## config.mk

```make
export PLATFORM = sky130hd
export DESIGN_NAME = minute_relay_timer_with_display
export DESIGN_NICKNAME = d
export VERILOG_FILES = /design/src/rtl/mrt_pkg.sv /design/src/rtl/mrt_core.sv /design/src/rtl/mrt_display.sv /design/src/rtl/minute_relay_timer_with_display.sv
export SDC_FILE = /design/constraint.sdc
export NUM_CORES = 1
export LEC_CHECK = 0
export ABC_AREA = 1
export BUFFER_PORTS_ARGS = -buffer_cell sky130_fd_sc_hd__buf_2
export CORE_ASPECT_RATIO = 1.5
export CORE_MARGIN = 2
export CORE_UTILIZATION = 61
export CTS_CLUSTER_DIAMETER = 150
export DETAILED_ROUTE_END_ITERATION = 8
export PLACE_DENSITY = 0.85
export REMOVE_ABC_BUFFERS = 1
export SLEW_MARGIN = 15
export SYNTH_ARGS = -nofsm -noshare
export SYNTH_HDL_FRONTEND = slang
export SYNTH_SLANG_ARGS = --single-unit
```

## constraint.sdc

```tcl
create_clock -name clk -period 7.3 [get_ports clk]
set_input_delay 1.46 -clock clk [delete_from_list [all_inputs] [get_ports clk]]
set_output_delay 1.46 -clock clk [all_outputs]
set_load 0.01 [all_outputs]
```

## src/rtl/mrt_pkg.sv

```systemverilog
// Shared types, constants and helper functions for the minute relay timer.
package mrt_pkg;

    localparam int unsigned SecW = 6;
    localparam int unsigned MinW = 7;
    localparam int unsigned DigW = 4;
    localparam int unsigned SegW = 7;
    localparam int unsigned EnW = 2;

    localparam logic [SecW-1:0] SecLast = 6'd59;
    localparam logic [MinW-1:0] MinMax = 7'd99;
    localparam logic [MinW-1:0] LimitReset = 7'd10;

    localparam logic [EnW-1:0] EnTens = 2'b01;
    localparam logic [EnW-1:0] EnUnits = 2'b10;

    typedef struct packed {
        logic [DigW-1:0] tens;
        logic [DigW-1:0] units;
    } digits_t;

    typedef struct packed {
        logic running;
        logic expired;
    } status_t;

    // Split a value below 128 into decimal tens and units (reciprocal multiply).
    function automatic digits_t split_dec(input logic [MinW-1:0] v);
        logic [14:0] prod;
        logic [DigW-1:0] t;
        logic [MinW-1:0] rem;
        digits_t d;
        prod = 15'(v) * 15'd205;
        t = prod[14:11];
        rem = v - 7'(t) * 7'd10;
        d.tens = t;
        d.units = rem[DigW-1:0];
        return d;
    endfunction

    // Segment pattern, bit0 = a through bit6 = g; codes above nine are blank.
    function automatic logic [SegW-1:0] seg_decode(input logic [DigW-1:0] d);
        logic [SegW-1:0] s;
        case (d)
            4'd0:    s = 7'h3F;
            4'd1:    s = 7'h06;
            4'd2:    s = 7'h5B;
            4'd3:    s = 7'h4F;
            4'd4:    s = 7'h66;
            4'd5:    s = 7'h6D;
            4'd6:    s = 7'h7C;
            4'd7:    s = 7'h07;
            4'd8:    s = 7'h7F;
            4'd9:    s = 7'h67;
            default: s = 7'h00;
        endcase
        return s;
    endfunction

endpackage

```

## src/rtl/mrt_core.sv

```systemverilog
// Timer core: running flag, seconds and minutes counters, limit check, digit values.
module mrt_core (
    input  logic                   clk,
    input  logic                   rst_n,
    input  logic                   advance,
    input  logic                   second_tick,
    input  logic                   start_press,
    input  logic                   stop_press,
    input  logic [6:0]             limit_minutes,
    output mrt_pkg::status_t       status_next,
    output mrt_pkg::digits_t       digits_next
);
    import mrt_pkg::*;

    logic            running_reg;
    logic            running_next;
    logic [SecW-1:0] seconds_reg;
    logic [SecW-1:0] seconds_next;
    logic [MinW-1:0] minutes_reg;
    logic [MinW-1:0] minutes_next;
    digits_t         digits_reg;

    logic            tick;
    logic            wrap;
    logic [SecW-1:0] sec_cnt;
    logic [MinW-1:0] min_cnt;
    logic [MinW-1:0] shown;
    digits_t         dig_cnt;
    logic            expire;
    logic            live;
    logic            clear;

    always_comb
    begin
        tick = running_reg && second_tick;
        wrap = tick && (seconds_reg == SecLast);
        if (tick)
        begin
            sec_cnt = wrap ? '0 : seconds_reg + 6'd1;
        end
        else
        begin
            sec_cnt = seconds_reg;
        end
        min_cnt = (wrap && (minutes_reg < MinMax)) ? minutes_reg + 7'd1 : minutes_reg;
        shown = (min_cnt == '0) ? 7'(sec_cnt) : min_cnt;
        dig_cnt = tick ? split_dec(shown) : digits_reg;

        expire = running_reg && (min_cnt == limit_minutes);
        live = running_reg && !expire;
        // start only from idle or on expiry, stop only while running
        if (!live && start_press)
        begin
            running_next = 1'b1;
            clear = 1'b1;
        end
        else if (live && stop_press)
        begin
            running_next = 1'b0;
            clear = 1'b1;
        end
        else
        begin
            running_next = live;
            clear = !live;
        end

        seconds_next = clear ? '0 : sec_cnt;
        minutes_next = clear ? '0 : min_cnt;
        digits_next = clear ? '0 : dig_cnt;
        status_next.running = running_next;
        status_next.expired = expire;
    end

    always_ff @(posedge clk or negedge rst_n)
    begin
        if (!rst_n)
        begin
            running_reg <= 1'b0;
            seconds_reg <= '0;
            minutes_reg <= '0;
            digits_reg <= '0;
        end
        else if (advance)
        begin
            running_reg <= running_next;
            seconds_reg <= seconds_next;
            minutes_reg <= minutes_next;
            digits_reg <= digits_next;
        end
    end

endmodule

```

## src/rtl/mrt_display.sv

```systemverilog
// Display multiplexer: alternates tens and units digit on each refresh tick.
module mrt_display (
    input  logic             clk,
    input  logic             rst_n,
    input  logic             advance,
    input  logic             refresh_tick,
    input  mrt_pkg::digits_t digits,
    output logic [6:0]       segments_next,
    output logic [1:0]       enable_next
);
    import mrt_pkg::*;

    logic            current_reg;
    logic            current_next;
    logic [SegW-1:0] segment_reg;
    logic [EnW-1:0]  enable_reg;

    always_comb
    begin
        segments_next = segment_reg;
        enable_next = enable_reg;
        current_next = current_reg;
        if (refresh_tick)
        begin
            current_next = !current_reg;
            if (!current_reg)
            begin
                segments_next = seg_decode(digits.tens);
                enable_next = EnTens;
            end
            else
            begin
                segments_next = seg_decode(digits.units);
                enable_next = EnUnits;
            end
        end
    end

    always_ff @(posedge clk or negedge rst_n)
    begin
        if (!rst_n)
        begin
            current_reg <= 1'b0;
            segment_reg <= '0;
            enable_reg <= '0;
        end
        else if (advance)
        begin
            current_reg <= current_next;
            segment_reg <= segments_next;
            enable_reg <= enable_next;
        end
    end

endmodule

```

## src/rtl/minute_relay_timer_with_display.sv

```systemverilog
// Top level of the minute relay timer with two-digit multiplexed display.
// Each input transaction is taken into an input register, processed combinationally
// by the timer core and the display multiplexer, and its result lands in an output
// register: one result per transaction, one transaction per clock sustained while the
// master side keeps m_tready high. The input register accepts a new transaction while
// a result waits, as long as the output register frees up in the same cycle. The
// limit register resets to 10 minutes and should be written only while no
// transaction is in flight.
module minute_relay_timer_with_display (
    input  logic        clk,
    input  logic        rst_n,
    input  logic        s_tvalid,
    output logic        s_tready,
    // [0] second_tick, [1] start_press, [2] stop_press, [3] refresh_tick
    input  logic [7:0]  s_tdata,
    output logic        m_tvalid,
    input  logic        m_tready,
    // [0] relay_on, [1] is_running, [8:2] segments, [10:9] digit_enable, [11] expired
    output logic [15:0] m_tdata,
    input  logic        cfg_valid,
    output logic        cfg_ready,
    input  logic [6:0]  cfg_data
);
    import mrt_pkg::*;

    logic            in_valid_reg;
    logic [3:0]      in_data_reg;
    logic            out_valid_reg;
    logic [15:0]     out_data_reg;
    logic [MinW-1:0] limit_reg;
    logic            advance;
    status_t         status_next;
    digits_t         digits_next;
    logic [SegW-1:0] segments_next;
    logic [EnW-1:0]  enable_next;

    assign advance = in_valid_reg && (!out_valid_reg || m_tready);
    assign s_tready = !in_valid_reg || advance;
    assign cfg_ready = 1'b1;
    assign m_tvalid = out_valid_reg;
    assign m_tdata = out_data_reg;

    mrt_core u_core (
        .clk           (clk),
        .rst_n         (rst_n),
        .advance       (advance),
        .second_tick   (in_data_reg[0]),
        .start_press   (in_data_reg[1]),
        .stop_press    (in_data_reg[2]),
        .limit_minutes (limit_reg),
        .status_next   (status_next),
        .digits_next   (digits_next)
    );

    mrt_display u_display (
        .clk           (clk),
        .rst_n         (rst_n),
        .advance       (advance),
        .refresh_tick  (in_data_reg[3]),
        .digits        (digits_next),
        .segments_next (segments_next),
        .enable_next   (enable_next)
    );

    always_ff @(posedge clk or negedge rst_n)
    begin
        if (!rst_n)
        begin
            in_valid_reg <= 1'b0;
            out_valid_reg <= 1'b0;
            limit_reg <= LimitReset;
        end
        else
        begin
            if (s_tready)
            begin
                in_valid_reg <= s_tvalid;
            end
            if (advance)
            begin
                out_valid_reg <= 1'b1;
            end
            else if (m_tready)
            begin
                out_valid_reg <= 1'b0;
            end
            if (cfg_valid)
            begin
                limit_reg <= cfg_data;
            end
        end
    end

    // payload registers: hold until the stage moves
    always_ff @(posedge clk)
    begin
        if (s_tready && s_tvalid)
        begin
            in_data_reg <= s_tdata[3:0];
        end
        if (advance)
        begin
            out_data_reg <= {4'b0000, status_next.expired, enable_next, segments_next,
                             status_next.running, status_next.running};
        end
    end

endmodule

```

Yosys cells after proc, flatten, opt, wreduce, memory -nomap -nowiden
Memories as Yosys holds them, arrays and structs flattened.
Index checks and enable logic that the tools add are counted.
{"block": "totals", "register_bits": 57, "rom_bits": 224, "in_bits": 20, "output_inout_bits": 19, "word_cells": 60, "n_memories": 2}
{"block": "op_classes", "addsub": 3, "mul": 2, "order_cmp": 1, "eq_ne": 2, "mux": 18, "reduce_logical": 19}
{"name": "(name not given)", "depth": 16, "word_bits": 7, "read_ports": 1, "rd_ports_with_merged_regs": 0, "write_ports": 0, "line_no": "mrt_pkg.sv:44", "rtl": "case (d)"}
{"name": "(name not given)", "depth": 16, "word_bits": 7, "read_ports": 1, "rd_ports_with_merged_regs": 0, "write_ports": 0, "line_no": "mrt_pkg.sv:44"}
{"cell": "2-to-1 mux 7 bit", "n": 5}
{"cell": "2-to-1 mux 6 bit", "n": 3}
{"cell": "2-to-1 mux 8 bit", "n": 2}
{"cell": "multiplier 7 x 8 -> 15 bit, second input constant", "n": 1}
{"cell": "logical AND 1 bit", "n": 9}
{"cell": "adder 7 x 1 -> 7 bit, second input constant", "n": 1}
{"cell": "equality test 7 bit", "n": 1}
{"cell": "zero test 7 bit", "n": 1}
{"cell": "less-than comparator 7 bit, second input constant", "n": 1}
{"cell": "adder 6 x 1 -> 6 bit, second input constant", "n": 1}
{"cell": "equality test 6 bit, second input constant", "n": 1}
{"cell": "2-to-1 mux 1 bit", "n": 6}
{"cell": "zero test 1 bit", "n": 5}
{"cell": "multiplier 4 x 3 -> 3 bit, second input constant", "n": 1}
{"cell": "2-to-1 mux 2 bit", "n": 2}
{"cell": "subtractor 4 bit", "n": 1}
{"cell": "logical OR 1 bit", "n": 2}
{"cell": "AND reduction 2 bit", "n": 1}
{"cell": "nonzero test 2 bit", "n": 1}

Depth between registers and ports, before layout
An unclocked memory read counts as a cell.
{"block": "depth", "depth_word": 15, "ltp_mapped": 48, "ltp_nobuf": 48}

By module
Synthesis repeated with hierarchy kept, for this count alone.
{"block": "hier_totals", "hier_cells": 577, "hier_area_um2": 4458.0}
{"module": "mrt_core", "instances": 1, "cells_each": 368, "area_per_inst_um2": 2631.3}
{"module": "mrt_display", "instances": 1, "cells_each": 145, "area_per_inst_um2": 945.9}
{"module": "minute_relay_timer_with_display", "instances": 1, "cells_each": 64, "area_per_inst_um2": 880.8}

Least setup slack after synthesis
Ideal clock, no wire load.
{"block": "synth_timing", "path_type": "reg-to-reg", "startpoint": "reg u_core.running_reg", "endpoint": "reg u_display.segment_reg[0]", "t_arrival_ps": 5680, "setup_slack_ps": 1556, "stages_incl_launch_ff": 39, "path_buffers": 0, "synth_period_minus_slack_ps": 5744, "cell_sequence": "dfrtp_1 > nand2_4 > inv_4 > nand2_4 > nor2_8 > nand3_1 > nand2_2 > inv_2 > nand2_2 > nor2_4 > nand2_2 > inv_1 > a21oi_1 > xor2_1 > fa_1 > inv_1 > ha_1 > inv_1 > [... 3 more ...] > a21oi_1 > a21oi_1 > a211oi_1 > o211ai_1 > xnor2_1 > fa_1 > nand2_1 > nand2_1 > nand2_1 > inv_2 > or2_2 > o21ai_0 > nand2_1 > nand2_1 > nand2_1 > nand2_1 > nand2_1 > nand2_1"}
{"block": "synth_between", "elab_chain_cells": 15, "word_cells_on_any_way": 26, "cone_classes": "add/sub: 1; mul: 2; eq/ne: 1; mux: 10; reduce/logical: 10; memory: 2"}
{"item": "start, declared", "line_no": "mrt_core.sv:15", "rtl": "logic running_reg;"}
{"item": "start signal, assigned", "line_no": "mrt_core.sv:86", "rtl": "running_reg <= running_next;"}
{"item": "parallel branches: the longest is 11 deep, another holds multiplier 7 x 8 -> 15 bit"}
{"item": "2-to-1 mux 8 bit *", "line_no": "mrt_core.sv:70", "rtl": "digits_next = clear ? '0 : dig_cnt;"}
{"item": "memory read (16 x 7 bit)"}
{"item": "2-to-1 mux 7 bit *", "line_no": "mrt_display.sv:26", "rtl": "if (!current_reg)"}
{"item": "2-to-1 mux 7 bit *", "line_no": "mrt_display.sv:23", "rtl": "if (refresh_tick)"}
{"item": "end signal, assigned", "line_no": "mrt_display.sv:50", "rtl": "segment_reg <= segments_next;"}
{"item": "end, declared", "line_no": "mrt_display.sv:15", "rtl": "logic [SegW-1:0] segment_reg;"}
Mark *: on every way between the ends.
A chain may end at the register's enable or synchronous reset.

Final worst setup path
Same ends and word-level chain as after synthesis.

==> impl_metrics.prom <==
# TYPE chip_impl_metric gauge
chip_impl_metric{name="initial_core_util",unit=""} 0.622
chip_impl_metric{name="hold_viol",unit=""} 0
chip_impl_metric{name="tightestPinTransition",unit="ps"} 946
chip_impl_metric{name="netlist-cell-type-count",unit=""} 44
chip_impl_metric{name="drc_errors",unit=""} 0
chip_impl_metric{name="highest_clock_rate",unit="MHz"} 150
chip_impl_metric{name="max_stage_delay",unit="ps"} 500
chip_impl_metric{name="critical_path_peak_fanout",unit=""} 16
chip_impl_metric{name="first_global_vias",unit=""} 3621
chip_impl_metric{name="share_of_final_layout_standard_cells_stronger_than_drive_strength_1",unit=""} 0.144
chip_impl_metric{name="postSynth.asyncResetShare",unit=""} 0.732
chip_impl_metric{name="worst-path-buf-inv",unit=""} 8
chip_impl_metric{name="post-cts-setup-buffer-count",unit=""} 0
chip_impl_metric{name="grt_antenna_before_repair",unit=""} 0
chip_impl_metric{name="cp_data_required_time",unit="ps"} 7550
chip_impl_metric{name="post_synth_edffs",unit=""} 15
chip_impl_metric{name="antenna_cells_inserted",unit=""} 0
chip_impl_metric{name="routed-via-count",unit=""} 3724
chip_impl_info{name="post_synth_top_area_cell",value="sky130_fd_sc_hd__dfrtp_1"} 1
chip_impl_metric{name="leakage",unit="nW"} 2.64
chip_impl_metric{name="area_delta_synth_final",unit="%"} 5.95
chip_impl_metric{name="ys_seq_elements",unit=""} 56
chip_impl_metric{name="timing.final.max_slew_violations",unit=""} 0
chip_impl_info{name="cell_at_the_root_of_the_clock_tree",value="sky130_fd_sc_hd__clkbuf_8"} 1
chip_impl_info{name="dominantRegCellSynth",value="sky130_fd_sc_hd__dfrtp_1"} 1
chip_impl_metric{name="design.core.area",unit="µm²"} 7130
chip_impl_metric{name="placed_area",unit="µm²"} 4620
chip_impl_metric{name="avgRoutedWirePerCell",unit="µm"} 13.1
chip_impl_metric{name="finalCriticalPeriod",unit="ps"} 6670
chip_impl_metric{name="clock_path_buffers",unit=""} 2
chip_impl_info{name="synth_top_cells_by_area",value="sky130_fd_sc_hd__dfrtp_1, sky130_fd_sc_hd__nand2_1, sky130_fd_sc_hd__ha_1, sky130_fd_sc_hd__edfxtp_1, sky130_fd_sc_hd__inv_1"} 1
chip_impl_metric{name="fin_nets",unit=""} 680
chip_impl_metric{name="dp.final_hpwl",unit="µm"} 7180
chip_impl_metric{name="ys_seq_area_frac",unit=""} 0.333
chip_impl_metric{name="average_vias_per_placed_instance",unit=""} 5.40
chip_impl_metric{name="drt_wl_total",unit="µm"} 9020
chip_impl_metric{name="floorplan.die.height",unit="µm"} 108
chip_impl_metric{name="cts.htree.levels",unit=""} 2
chip_impl_metric{name="largest_register_ffs",unit=""} 11
chip_impl_metric{name="setup_viol_count_final",unit=""} 0
chip_impl_metric{name="fill_cells",unit=""} 615
chip_impl_metric{name="syn_area",unit="µm²"} 4440
chip_impl_metric{name="worstSkewPairLatency",unit="ps"} 310
chip_impl_metric{name="fp-row-count",unit=""} 38
chip_impl_info{name="rsz0062_at_grt",value="no"} 1
chip_impl_metric{name="synth_top_cell_area_share",unit=""} 0.220
chip_impl_metric{name="cts_sinks",unit=""} 56
chip_impl_metric{name="max-cap-violations",unit=""} 0
chip_impl_metric{name="synthesis.instances",unit=""} 585
chip_impl_metric{name="wire_length_of_the_first_global_routing_pass",unit="µm"} 15600
chip_impl_info{name="hold_class",value="reg2reg"} 1
chip_impl_metric{name="grt_use_total",unit=""} 0.246
chip_impl_metric{name="tns",unit="ps"} 0
chip_impl_metric{name="finalWeightedCongestion",unit=""} 0.896
chip_impl_metric{name="period_share",unit=""} 0.913
chip_impl_metric{name="post_cts_resize_count",unit=""} 0
chip_impl_info{name="cts_tree",value="built"} 1
chip_impl_metric{name="critical_path_arrival",unit="ps"} 6920
chip_impl_metric{name="ctsHoldBuffers",unit=""} 0
chip_impl_metric{name="die-area",unit="µm²"} 7990
chip_impl_metric{name="worst_ir_drop_vdd",unit="mV"} 0.178
chip_impl_metric{name="overflow",unit=""} 0
chip_impl_metric{name="die_width",unit="µm"} 73.7
chip_impl_metric{name="tritoncts.num_buffers",unit=""} 5
chip_impl_info{name="cp_slowest_cell",value="sky130_fd_sc_hd__fa_1"} 1
chip_impl_info{name="worst_setup_path_start_kind",value="register"} 1
chip_impl_metric{name="syn-mean-instance-area",unit="µm²"} 7.59
chip_impl_metric{name="fin_worst_skew",unit="ps"} 11.1
chip_impl_metric{name="number_of_ports_placed_on_the_die_boundary",unit=""} 39
chip_impl_metric{name="router_iterations_before_antenna_repair",unit=""} 4
chip_impl_info{name="worstSetupPathType",value="reg2reg"} 1
chip_impl_metric{name="drtAntennaViolNets",unit=""} 0
chip_impl_metric{name="port-buffer-count",unit=""} 29
chip_impl_info{name="critical_path.most_common_cell",value="sky130_fd_sc_hd__nand2_1"} 1
chip_impl_metric{name="non_filler_cell_area_final",unit="µm²"} 4700
chip_impl_info{name="status",value="finished, final reports clean"} 1
chip_impl_info{name="cp-end-kind",value="register"} 1
chip_impl_metric{name="power_density",unit="nW/µm²"} 191
chip_impl_metric{name="synth.yosys.warnings",unit=""} 0
chip_impl_metric{name="cts.reportedPaths.clkPinSlew",unit="ps"} 100
chip_impl_metric{name="grt_max_degree",unit=""} 44
chip_impl_metric{name="slew_headroom",unit=""} 0.369
chip_impl_info{name="crit_family",value="adder cells"} 1
chip_impl_metric{name="drt-initial-drc-count",unit=""} 206
[cells by family after synthesis]
family / count (synthesis) / synth area share
flops: 56 / 0.333
buf+inv: 106 / 0.0964
mux: 2 / 0.00507
compound gates: 69 / 0.0862
simple gates: 288 / 0.297
xor+xnor: 11 / 0.0217
other cells: 2 / 0.00169
fa+ha+maj: 51 / 0.159
[layer usage]
metal | vias to the layer above | routed length, µm | global-route usage
met3 | 20 | 217 | 0.0261
li1 | 1892 | - | -
met5 | - | 0 | 0
met4 | 0 | 197 | 0.0831
met2 | 64 | 5160 | 0.480
met1 | 1748 | 3450 | 0.265
[tightest hold or removal path, delay by kind of cell (launching register included)]
kind | cells | cell delay (ps)
DFF | 1 | 360
and+or+nand+nor | 2 | 100
[report_power, final]
group          internal, W  total, W  switching [W]
Combinational     0.000103  0.000311       0.000207
Sequential        0.000390  0.000419      0.0000287
Clock            0.0000687  0.000169       0.000101
[area by class of cell]
| class | instances | area, µm² | area share |
|---|---|---|---|
| well taps | 80 | 100 | 0.0213 |
| clock inverters | 2 | 13.8 | 0.00293 |
| flip-flops and latches | 56 | 1480 | 0.314 |
| inverters | 90 | 342 | 0.0726 |
| multi-input cells | 426 | 2540 | 0.541 |
| clock buffers | 6 | 72.6 | 0.0154 |
| repair buffers | 30 | 153 | 0.0325 |
[synthesized netlist by cell type, types with 3 or more instances]
cell type	number
sky130_fd_sc_hd__nand2_1	173
sky130_fd_sc_hd__inv_1	79
sky130_fd_sc_hd__ha_1	42
sky130_fd_sc_hd__nand3_1	40
sky130_fd_sc_hd__dfrtp_1	39
sky130_fd_sc_hd__o21ai_0	39
sky130_fd_sc_hd__nor2_1	29
sky130_fd_sc_hd__nand2_2	19
sky130_fd_sc_hd__a21oi_1	17
sky130_fd_sc_hd__edfxtp_1	15
sky130_fd_sc_hd__xor2_1	10
sky130_fd_sc_hd__fa_1	9
sky130_fd_sc_hd__nand4_1	8
sky130_fd_sc_hd__inv_2	7
sky130_fd_sc_hd__buf_4	6
sky130_fd_sc_hd__clkbuf_1	5
sky130_fd_sc_hd__nand2_4	4
sky130_fd_sc_hd__buf_2	3
sky130_fd_sc_hd__o21ai_1	3
[worst paths after layout]
kind / depth (start not counted) / startpoint / slack, ps / to
hold reg to reg: 2 / u_display.segment_reg[5] / 490 / u_display.segment_reg[5]
setup reg to reg: 40 / u_core.running_reg / 630 / u_display.segment_reg[0]
setup / recovery: 40 / u_core.running_reg / 630 / u_display.segment_reg[0]
hold / removal: 2 / u_display.segment_reg[5] / 490 / u_display.segment_reg[5]
max in group asynchronous: 1 / rst_n / 5430 / u_core.seconds_reg[4]
min in group asynchronous: 1 / rst_n / 1290 / u_display.segment_reg[2]
[through the flow]
| step | util | hold WS (ps) | worst slack [ps] | cells | total power [W] |
|---|---|---|---|---|---|
| 6_report | 0.659 | 487 | 633 | 690 | 0.000899 |
| 3_5_place_dp | 0.647 | 465 | 661 | 682 | 0.000735 |
| 4_1_cts | 0.659 | 490 | 619 | 690 | 0.000906 |
| 3_3_place_gp | 0.647 | 461 | 825 | 682 | 0.000721 |
| 5_1_grt | 0.659 | 512 | 60.1 | 690 | 0.000964 |
| 2_1_floorplan | - | 448 | 1470 | 572 | 0.000644 |
[placed cells by master (no fill, tap or decap), types with 15 or more instances in the layout]
cell,Yosys,routed
sky130_fd_sc_hd__a21oi_1,17,17
sky130_fd_sc_hd__buf_2,3,29
sky130_fd_sc_hd__dfrtp_1,39,39
sky130_fd_sc_hd__edfxtp_1,15,15
sky130_fd_sc_hd__ha_1,42,42
sky130_fd_sc_hd__inv_1,79,79
sky130_fd_sc_hd__nand2_1,173,173
sky130_fd_sc_hd__nand2_2,19,19
sky130_fd_sc_hd__nand3_1,40,40
sky130_fd_sc_hd__nor2_1,29,29
sky130_fd_sc_hd__o21ai_0,39,39
Power figures use the tool's default switching activity.
